===== src/hdl/assert_macros.svh =====
// assertion helper macros for the elgamal block
// no dependencies; included by the top level
`ifndef ASSERT_MACROS_SVH
`define ASSERT_MACROS_SVH

// antecedent holds in this cycle, consequent in the same cycle
`define ASSERT_SAME(label, clk, rst_n, ante, cons, msg) \
    label: assert property (@(posedge clk) disable iff (!rst_n) (ante) |-> (cons)) \
        else $error(msg);

// antecedent holds in this cycle, consequent in the next one
`define ASSERT_NEXT(label, clk, rst_n, ante, cons, msg) \
    label: assert property (@(posedge clk) disable iff (!rst_n) (ante) |=> (cons)) \
        else $error(msg);

`endif


===== src/hdl/eg_pkg.sv =====
// shared constants for the elgamal encrypt/decrypt block
// no dependencies
package eg_pkg;

    // opcode carried in the input tuser bit
    localparam logic OP_ENCRYPT = 1'b0;
    localparam logic OP_DECRYPT = 1'b1;

    // configuration register indexes
    localparam logic [1:0] REG_PRIME     = 2'd0;
    localparam logic [1:0] REG_GENERATOR = 2'd1;
    localparam logic [1:0] REG_PUBLIC    = 2'd2;
    localparam logic [1:0] REG_PRIVATE   = 2'd3;

    // field width of the stream words
    localparam int FIELD_BITS = 32;

endpackage


===== src/hdl/elgamal_encrypt_decrypt.sv =====
// elgamal encrypt/decrypt, W = MOD_BITS; encrypt runs y^r and g^r side by side, then c2 = y^r * m;
// decrypt runs c1^d, the euclid loop for its inverse, then one multiply
// throughput: one word at a time, set by the bit-serial modular multiply-add unit
// (one multiplier bit per cycle) and the bit-serial divider in the euclid loop
// a finished result waits in the output register while the next word is accepted
// reset (i_rst_n low, synchronous) clears control and loads p=3, g=2, y=2, d=3
`include "assert_macros.svh"

module elgamal_encrypt_decrypt #(
    parameter int MOD_BITS = 32
) (
    input  logic        i_clk,
    input  logic        i_rst_n,
    // configuration write port
    input  logic        i_cfg_we,
    input  logic [1:0]  i_cfg_addr,
    input  logic [31:0] i_cfg_data,
    // input stream
    input  logic        s_axis_tvalid,
    output logic        s_axis_tready,
    input  logic [95:0] s_axis_tdata,  // message_or_c2, c1_value, ephemeral_r
    input  logic        s_axis_tuser,  // opcode
    // output stream
    output logic        m_axis_tvalid,
    input  logic        m_axis_tready,
    output logic [63:0] m_axis_tdata,  // first_value, second_value
    output logic        m_axis_tuser   // status
);

    localparam int W  = MOD_BITS;
    localparam int CW = $clog2(W);
    localparam int FB = eg_pkg::FIELD_BITS;

    typedef enum logic [3:0] {
        S_IDLE, S_RED1, S_RED2, S_PSQ, S_PMU, S_PADV,
        S_ECHK, S_EDIV, S_EUPD, S_FIN, S_OUT
    } t_state;

    // one step of the serial modular multiplier: (2*acc + b*add) mod p, sum < 3p before reduction
    function automatic logic [W-1:0] f_mstep(input logic [W-1:0] acc,
                                             input logic [W-1:0] add,
                                             input logic         b,
                                             input logic [W-1:0] p);
        logic [W+1:0] t;
        logic [W+1:0] p1;
        logic [W+1:0] p2;
        t  = {1'b0, acc, 1'b0} + (b ? {2'b00, add} : '0);
        p1 = {2'b00, p};
        p2 = {1'b0, p, 1'b0};
        if (t >= p2) begin
            f_mstep = W'(t - p2);
        end else if (t >= p1) begin
            f_mstep = W'(t - p1);
        end else begin
            f_mstep = W'(t);
        end
    endfunction

    t_state         r_state;

    // configuration
    logic [W-1:0]   r_p, r_g, r_y, r_d;

    // captured word
    logic           r_op;
    logic [W-1:0]   r_er;

    // two multiplier lanes: accumulator, addend, multiplier bit shifter
    logic [W-1:0]   r_acc_a, r_add_a, r_bits_a;
    logic [W-1:0]   r_acc_b, r_add_b, r_bits_b;
    logic [CW-1:0]  r_cnt;

    // exponentiation state
    logic [W-1:0]   r_m, r_ba, r_bb, r_za, r_zb, r_e;
    logic [CW-1:0]  r_ecnt;

    // extended euclid state
    logic [W-1:0]   r_r1, r_r2, r_t1, r_t2, r_rem;

    // result staging and output register
    logic [W-1:0]   r_first, r_second;
    logic           r_status;
    logic           r_ovalid;
    logic [63:0]    r_odata;
    logic           r_ouser;

    // next values of the serial units
    logic [W:0]     d_num;
    logic           q_bit;
    logic [W-1:0]   n_rem;
    logic           bit_a;
    logic [W-1:0]   n_acc_a, n_acc_b;
    logic [W-1:0]   n_sub;
    logic           last_bit;

    // divider: restoring, one quotient bit per cycle, dividend bits from lane a shifter
    always_comb begin
        d_num = {r_rem, r_bits_a[W-1]};
        q_bit = (d_num >= {1'b0, r_r2});
        n_rem = q_bit ? W'(d_num - {1'b0, r_r2}) : W'(d_num);
    end

    // lane a takes quotient bits during division so q*t2 mod p builds alongside
    assign bit_a   = (r_state == S_EDIV) ? q_bit : r_bits_a[W-1];
    assign n_acc_a = f_mstep(r_acc_a, r_add_a, bit_a, r_p);
    assign n_acc_b = f_mstep(r_acc_b, r_add_b, r_bits_b[W-1], r_p);

    // t1 - q*t2 mod p
    assign n_sub = (r_t1 >= r_acc_a) ? (r_t1 - r_acc_a)
                                     : W'({1'b0, r_t1} + {1'b0, r_p} - {1'b0, r_acc_a});

    assign last_bit = (r_cnt == CW'(W - 1));

    assign s_axis_tready = (r_state == S_IDLE);
    assign m_axis_tvalid = r_ovalid;
    assign m_axis_tdata  = r_odata;
    assign m_axis_tuser  = r_ouser;

    always_ff @(posedge i_clk) begin
        if (!i_rst_n) begin
            r_state  <= S_IDLE;
            r_ovalid <= 1'b0;
            r_p      <= W'(3);
            r_g      <= W'(2);
            r_y      <= W'(2);
            r_d      <= W'(3);
        end else begin
            if (i_cfg_we) begin
                case (i_cfg_addr)
                    eg_pkg::REG_PRIME:     r_p <= W'(i_cfg_data);
                    eg_pkg::REG_GENERATOR: r_g <= W'(i_cfg_data);
                    eg_pkg::REG_PUBLIC:    r_y <= W'(i_cfg_data);
                    eg_pkg::REG_PRIVATE:   r_d <= W'(i_cfg_data);
                    default: ;
                endcase
            end

            // the output register empties when taken, unless a new word loads it
            if (r_ovalid && m_axis_tready && (r_state != S_OUT)) begin
                r_ovalid <= 1'b0;
            end

            case (r_state)
                S_IDLE: begin
                    if (s_axis_tvalid) begin
                        r_op     <= s_axis_tuser;
                        r_er     <= W'(s_axis_tdata[3*FB-1:2*FB]);
                        r_first  <= '0;
                        r_second <= '0;
                        if (r_p < W'(2)) begin
                            // degenerate modulus: zero values, status follows opcode
                            r_status <= s_axis_tuser;
                            r_state  <= S_OUT;
                        end else begin
                            // reduce message and base by multiplying with one
                            r_acc_a  <= '0;
                            r_add_a  <= W'(1);
                            r_bits_a <= W'(s_axis_tdata[FB-1:0]);
                            r_acc_b  <= '0;
                            r_add_b  <= W'(1);
                            r_bits_b <= (s_axis_tuser == eg_pkg::OP_DECRYPT)
                                        ? W'(s_axis_tdata[2*FB-1:FB]) : r_g;
                            r_cnt    <= '0;
                            r_status <= 1'b0;
                            r_state  <= S_RED1;
                        end
                    end
                end
                S_RED1: begin
                    if (last_bit) begin
                        r_m  <= n_acc_a;
                        r_bb <= n_acc_b;
                        r_za <= W'(1);
                        r_zb <= W'(1);
                        if (r_op == eg_pkg::OP_DECRYPT) begin
                            // start c1^d with z = 1; lane a idles on a unit base
                            r_ba     <= W'(1);
                            r_e      <= r_d;
                            r_ecnt   <= '0;
                            r_acc_a  <= '0;
                            r_add_a  <= W'(1);
                            r_bits_a <= W'(1);
                            r_acc_b  <= '0;
                            r_add_b  <= W'(1);
                            r_bits_b <= W'(1);
                            r_cnt    <= '0;
                            r_state  <= S_PSQ;
                        end else begin
                            r_acc_a  <= '0;
                            r_add_a  <= W'(1);
                            r_bits_a <= r_y;
                            r_cnt    <= '0;
                            r_state  <= S_RED2;
                        end
                    end else begin
                        r_acc_a  <= n_acc_a;
                        r_acc_b  <= n_acc_b;
                        r_bits_a <= r_bits_a << 1;
                        r_bits_b <= r_bits_b << 1;
                        r_cnt    <= r_cnt + 1'b1;
                    end
                end
                S_RED2: begin
                    if (last_bit) begin
                        // lane a runs y^r, lane b runs g^r
                        r_ba     <= n_acc_a;
                        r_e      <= r_er;
                        r_ecnt   <= '0;
                        r_acc_a  <= '0;
                        r_add_a  <= W'(1);
                        r_bits_a <= W'(1);
                        r_acc_b  <= '0;
                        r_add_b  <= W'(1);
                        r_bits_b <= W'(1);
                        r_cnt    <= '0;
                        r_state  <= S_PSQ;
                    end else begin
                        r_acc_a  <= n_acc_a;
                        r_bits_a <= r_bits_a << 1;
                        r_cnt    <= r_cnt + 1'b1;
                    end
                end
                S_PSQ: begin
                    if (last_bit) begin
                        r_za <= n_acc_a;
                        r_zb <= n_acc_b;
                        if (r_e[W-1]) begin
                            // exponent bit set: multiply by the base
                            r_acc_a  <= '0;
                            r_add_a  <= r_ba;
                            r_bits_a <= n_acc_a;
                            r_acc_b  <= '0;
                            r_add_b  <= r_bb;
                            r_bits_b <= n_acc_b;
                            r_cnt    <= '0;
                            r_state  <= S_PMU;
                        end else begin
                            r_state <= S_PADV;
                        end
                    end else begin
                        r_acc_a  <= n_acc_a;
                        r_acc_b  <= n_acc_b;
                        r_bits_a <= r_bits_a << 1;
                        r_bits_b <= r_bits_b << 1;
                        r_cnt    <= r_cnt + 1'b1;
                    end
                end
                S_PMU: begin
                    r_acc_a  <= n_acc_a;
                    r_acc_b  <= n_acc_b;
                    r_bits_a <= r_bits_a << 1;
                    r_bits_b <= r_bits_b << 1;
                    r_cnt    <= r_cnt + 1'b1;
                    if (last_bit) begin
                        r_za    <= n_acc_a;
                        r_zb    <= n_acc_b;
                        r_state <= S_PADV;
                    end
                end
                S_PADV: begin
                    r_cnt   <= '0;
                    r_acc_a <= '0;
                    r_acc_b <= '0;
                    if (r_ecnt == CW'(W - 1)) begin
                        if (r_op == eg_pkg::OP_DECRYPT) begin
                            // euclid on (p, s) with t1 = 0, t2 = 1
                            r_r1    <= r_p;
                            r_r2    <= r_zb;
                            r_t1    <= '0;
                            r_t2    <= W'(1);
                            r_state <= S_ECHK;
                        end else begin
                            // c2 = y^r * m
                            r_add_a  <= r_m;
                            r_bits_a <= r_za;
                            r_state  <= S_FIN;
                        end
                    end else begin
                        r_e      <= r_e << 1;
                        r_ecnt   <= r_ecnt + 1'b1;
                        r_add_a  <= r_za;
                        r_bits_a <= r_za;
                        r_add_b  <= r_zb;
                        r_bits_b <= r_zb;
                        r_state  <= S_PSQ;
                    end
                end
                S_ECHK: begin
                    r_cnt   <= '0;
                    r_acc_a <= '0;
                    if (r_r2 == '0) begin
                        if (r_r1 == W'(1)) begin
                            // plaintext = c2 * inverse
                            r_add_a  <= r_m;
                            r_bits_a <= r_t1;
                            r_state  <= S_FIN;
                        end else begin
                            // no inverse
                            r_status <= 1'b1;
                            r_state  <= S_OUT;
                        end
                    end else begin
                        r_bits_a <= r_r1;
                        r_add_a  <= r_t2;
                        r_rem    <= '0;
                        r_state  <= S_EDIV;
                    end
                end
                S_EDIV: begin
                    r_acc_a  <= n_acc_a;
                    r_rem    <= n_rem;
                    r_bits_a <= r_bits_a << 1;
                    r_cnt    <= r_cnt + 1'b1;
                    if (last_bit) begin
                        r_state <= S_EUPD;
                    end
                end
                S_EUPD: begin
                    r_r1    <= r_r2;
                    r_r2    <= r_rem;
                    r_t1    <= r_t2;
                    r_t2    <= n_sub;
                    r_state <= S_ECHK;
                end
                S_FIN: begin
                    r_acc_a  <= n_acc_a;
                    r_bits_a <= r_bits_a << 1;
                    r_cnt    <= r_cnt + 1'b1;
                    if (last_bit) begin
                        if (r_op == eg_pkg::OP_DECRYPT) begin
                            r_first <= n_acc_a;
                        end else begin
                            r_first  <= r_zb;
                            r_second <= n_acc_a;
                        end
                        r_state <= S_OUT;
                    end
                end
                S_OUT: begin
                    // wait until the output register is free
                    if (!r_ovalid || m_axis_tready) begin
                        r_ovalid <= 1'b1;
                        r_odata  <= {FB'(r_second), FB'(r_first)};
                        r_ouser  <= r_status;
                        r_state  <= S_IDLE;
                    end
                end
                default: begin
                    r_state <= S_IDLE;
                end
            endcase
        end
    end

    // an accepted word always starts work
    `ASSERT_NEXT(a_accept_leaves_idle, i_clk, i_rst_n, s_axis_tvalid && s_axis_tready, r_state != S_IDLE, "accepted word did not start work")

    // multiplier lane stays reduced during exponentiation
    `ASSERT_SAME(a_acc_reduced, i_clk, i_rst_n, (r_state == S_PSQ) || (r_state == S_PMU), r_acc_a < r_p, "lane a accumulator not reduced")

    // a set status (no inverse, or decrypt on a degenerate modulus) carries zero values
    `ASSERT_SAME(a_fail_zero, i_clk, i_rst_n, m_axis_tvalid && m_axis_tuser, m_axis_tdata == '0, "status set with nonzero data")

endmodule


===== config.mk =====
export PLATFORM = sky130hd
export DESIGN_NAME = elgamal_encrypt_decrypt
export DESIGN_NICKNAME = d
export VERILOG_FILES = /design/src/hdl/eg_pkg.sv /design/src/hdl/elgamal_encrypt_decrypt.sv
export VERILOG_INCLUDE_DIRS = /design/src /design/src/hdl
export SDC_FILE = /design/constraint.sdc
export NUM_CORES = 2
export LEC_CHECK = 0
export ABC_AREA = 1
export BUFFER_PORTS_ARGS = -buffer_cell sky130_fd_sc_hd__buf_4
export CORE_MARGIN = 3
export CORE_UTILIZATION = 35
export DETAILED_ROUTE_END_ITERATION = 8
export RECOVER_POWER = 50
export SLEW_MARGIN = 10
export SYNTH_ARGS = -nofsm -noshare
export SYNTH_HDL_FRONTEND = slang
export SYNTH_SLANG_ARGS = --single-unit

===== constraint.sdc =====
create_clock -name i_clk -period 15.2 [get_ports i_clk]
set_clock_uncertainty 0.05 [all_clocks]
set_input_delay 2.28 -clock i_clk [delete_from_list [all_inputs] [get_ports i_clk]]
set_output_delay 2.28 -clock i_clk [all_outputs]
set_load 0.1 [all_outputs]

==> impl_metrics.json <==
{
  "status": "finished with violations",
  "violations": "max-capacitance violations, max-slew violations",
  "drc": 0,
  "worst-path-max-fanout": 101,
  "antenna_found_initial": 35,
  "fin_nets": 7762,
  "overflow": 0,
  "cts-root-buf": "clkbuf_16",
  "wl_per_cell_um": 28.1,
  "globalplace.congestion": 1.04,
  "critPathKind": "reg -> reg",
  "synth-edff-count": 717,
  "clk_latency_ns": 0.75,
  "route.vias.total": 53500,
  "slowest_delay_ns": 4.28,
  "synth-seq-area-share_pct": 43.2,
  "startpoint_type": "flip-flop",
  "grt_pass1_vias": 50000,
  "synth_nets": 7599,
  "dieArea_mm2": 0.165,
  "multiInputGateArea_mm2": 0.0270,
  "synth_area_mm2": 0.0560,
  "port_buffers": 202,
  "post-dp-hpwl_mm": 206,
  "synthToLayoutAreaGrowth_pct": 11.8,
  "die_x_um": 406,
  "first_pass_iters": 9,
  "grt_usage_pct": 31.3,
  "max_clock_freq_mhz": 93.1,
  "required_ns": 15.46,
  "drt-total-wl_mm": 265,
  "setup_tns_ns": 0,
  "max_slew.worst_pin.slew_ns": 6.37,
  "grt_pass1_wl_mm": 366,
  "finalSetupViolCount": 0,
  "cp_cell_sequence": "clkinv_1 > nor2_1 > inv_1 > nor2_1 > clkbuf_1 > nor2_1 > inv_1 > nor3_4 > clkbuf_1 > inv_1 > o21ai_0 > nor3_2 > clkbuf_1",
  "die_h_um": 406,
  "drt-vias-per-instance": 5.65,
  "grt_max_degree": 102,
  "finalInstanceArea_mm2": 0.0627,
  "cts_hold_buffers": 0,
  "rows": 146,
  "cts_sinks": 850,
  "post_cts_buffers": 0,
  "reg2reg_from": "r_state[2]$_SDFFE_PN0P_",
  "cts_buffers": 92,
  "final_common_cell": "nand2_1",
  "hold_viol_final": 0,
  "ys_types": 63,
  "min_period_ns": 10.74,
  "worstSetupStartpoint": "r_state[2]$_SDFFE_PN0P_",
  "drt_iter0_drc": 7489,
  "synth-async-reset-ratio_pct": 0,
  "drive_above_1_share_pct": 6.15,
  "cp-end-kind": "flip-flop",
  "cts_tree": "done",
  "yosys_warnings": 0,
  "fillerInstances": 16500,
  "num_io_pins": 203,
  "regArea_mm2": 0.0242,
  "layout_common_cells": "nand2_1, inv_1, nor2_1",
  "utilization_pct": 39.5,
  "cts_resized": 0,
  "dpl_cell_area_mm2": 0.0601,
  "max_cap_viol_count": 25,
  "finalCritPeriodShare_pct": 70.6,
  "largest_register_ffs": 64,
  "synth_flop_cell": "edfxtp_1",
  "critical-path-slowest-cell": "clkbuf_1",
  "ant_nets": 0,
  "cts-htree-levels": 3,
  "dp_worst_setup_slack_ns": 7.41,
  "clkTransAtPathRegs_ns": 0.06,
  "syn-instance-count": 7135,
  "clockBufferDepth": 3,
  "min_from": "r_first[11]$_SDFFCE_PN0P_",
  "arrival_ns": 11.00,
  "drv_slew": 1122,
  "rsz0062_at_grt": "false",
  "hold_path_class": "reg -> reg",
  "syn_avg_cell_area_um2": 7.85,
  "synth-seq-cells": 850,
  "relSlewSlack_pct": -325,
  "final.setup.worst_slack_ns": 4.46,
  "start_util_pct": 35.3,
  "core_mm2": 0.159
}
## routing by layer
metal	part of all wire [%]	track usage (%)
met5	0.041	0
met4	6.6	17.4
met3	11	7.31
met2	43	46.7
met1	40	41.6
## metrics by stage
stage | cells | hold WS, ns
detailed placement | 9276 | 0.356
floorplan | 7135 | 0.350
global route | 9443 | 0.361
global placement | 9276 | 0.355
CTS | 9443 | 0.349
finish | 9461 | 0.361
## worst paths after layout
path / endpoint / slack, ns / cells past startpoint
max reg2reg: r_acc_b[16]$_DFFE_PP_ / 4.46 / 13
max: r_acc_b[16]$_DFFE_PP_ / 4.46 / 13
min reg2reg: m_axis_tdata[11]$_DFFE_PP_ / 0.36 / 0
min: m_axis_tdata[11]$_DFFE_PP_ / 0.36 / 0
## logic make-up (layout without fill, tap and decap cells)
family	Yosys count	count (layout)	synth area share, %
buffers and inverters	1311	1547	8.99
xor gates and xnor gates	209	209	3.27
and+or+nand+nor	3054	3054	22.7
DFF	850	850	43.2
other	0	18	0
AOI/OAI and AO/OA	1383	1383	14.1
adders and majority gates	328	328	7.84
## synthesized netlist by cell type, drive strengths merged, types with 6 or more instances
| library cell | count | area [um2] |
|---|---|---|
| a211oi | 46 | 345 |
| a21boi | 12 | 93.8 |
| a21o | 38 | 285 |
| a21oi | 561 | 2820 |
| a221oi | 37 | 324 |
| a22o | 7 | 61.3 |
| a22oi | 7 | 52.6 |
| a31oi | 29 | 181 |
| and3 | 6 | 37.5 |
| buf | 57 | 330 |
| clkbuf | 164 | 616 |
| dfxtp | 133 | 2660 |
| edfxtp | 717 | 21500 |
| fa | 39 | 781 |
| ha | 289 | 3620 |
| inv | 1085 | 4070 |
| nand2 | 1672 | 6470 |
| nand3 | 339 | 1730 |
| nand3b | 23 | 173 |
| nand4 | 49 | 307 |
| nor2 | 834 | 3190 |
| nor3 | 49 | 262 |
| nor4 | 68 | 432 |
| o2111ai | 36 | 315 |
| o211ai | 42 | 315 |
| o21a | 18 | 135 |
| o21ai | 458 | 2290 |
| o21bai | 47 | 357 |
| o22ai | 36 | 225 |
| xnor2 | 85 | 744 |
| xor2 | 124 | 1090 |
## critical path, delay by kind of cell, from the launching register on
family | cells | cell delay, ns
flops | 1 | 0.39
simple gates | 5 | 1.64
compound gates | 1 | 0.21
buf+inv | 7 | 7.70
## area by class of cell
class                      instances  share of cell area (%)
antenna                           18                  0.0719
clock inverter                    48                   0.852
timing repair buffer             290                    2.89
inverter                        1090                    6.53
clock buffer                     119                    3.92
sequential                       850                    38.6
multi-input combinational       4974                    43.0
tap                             2072                    4.14
Power is not shown: default switching activity piles up to over one toggle a cycle in this logic, so the estimate is an artifact.
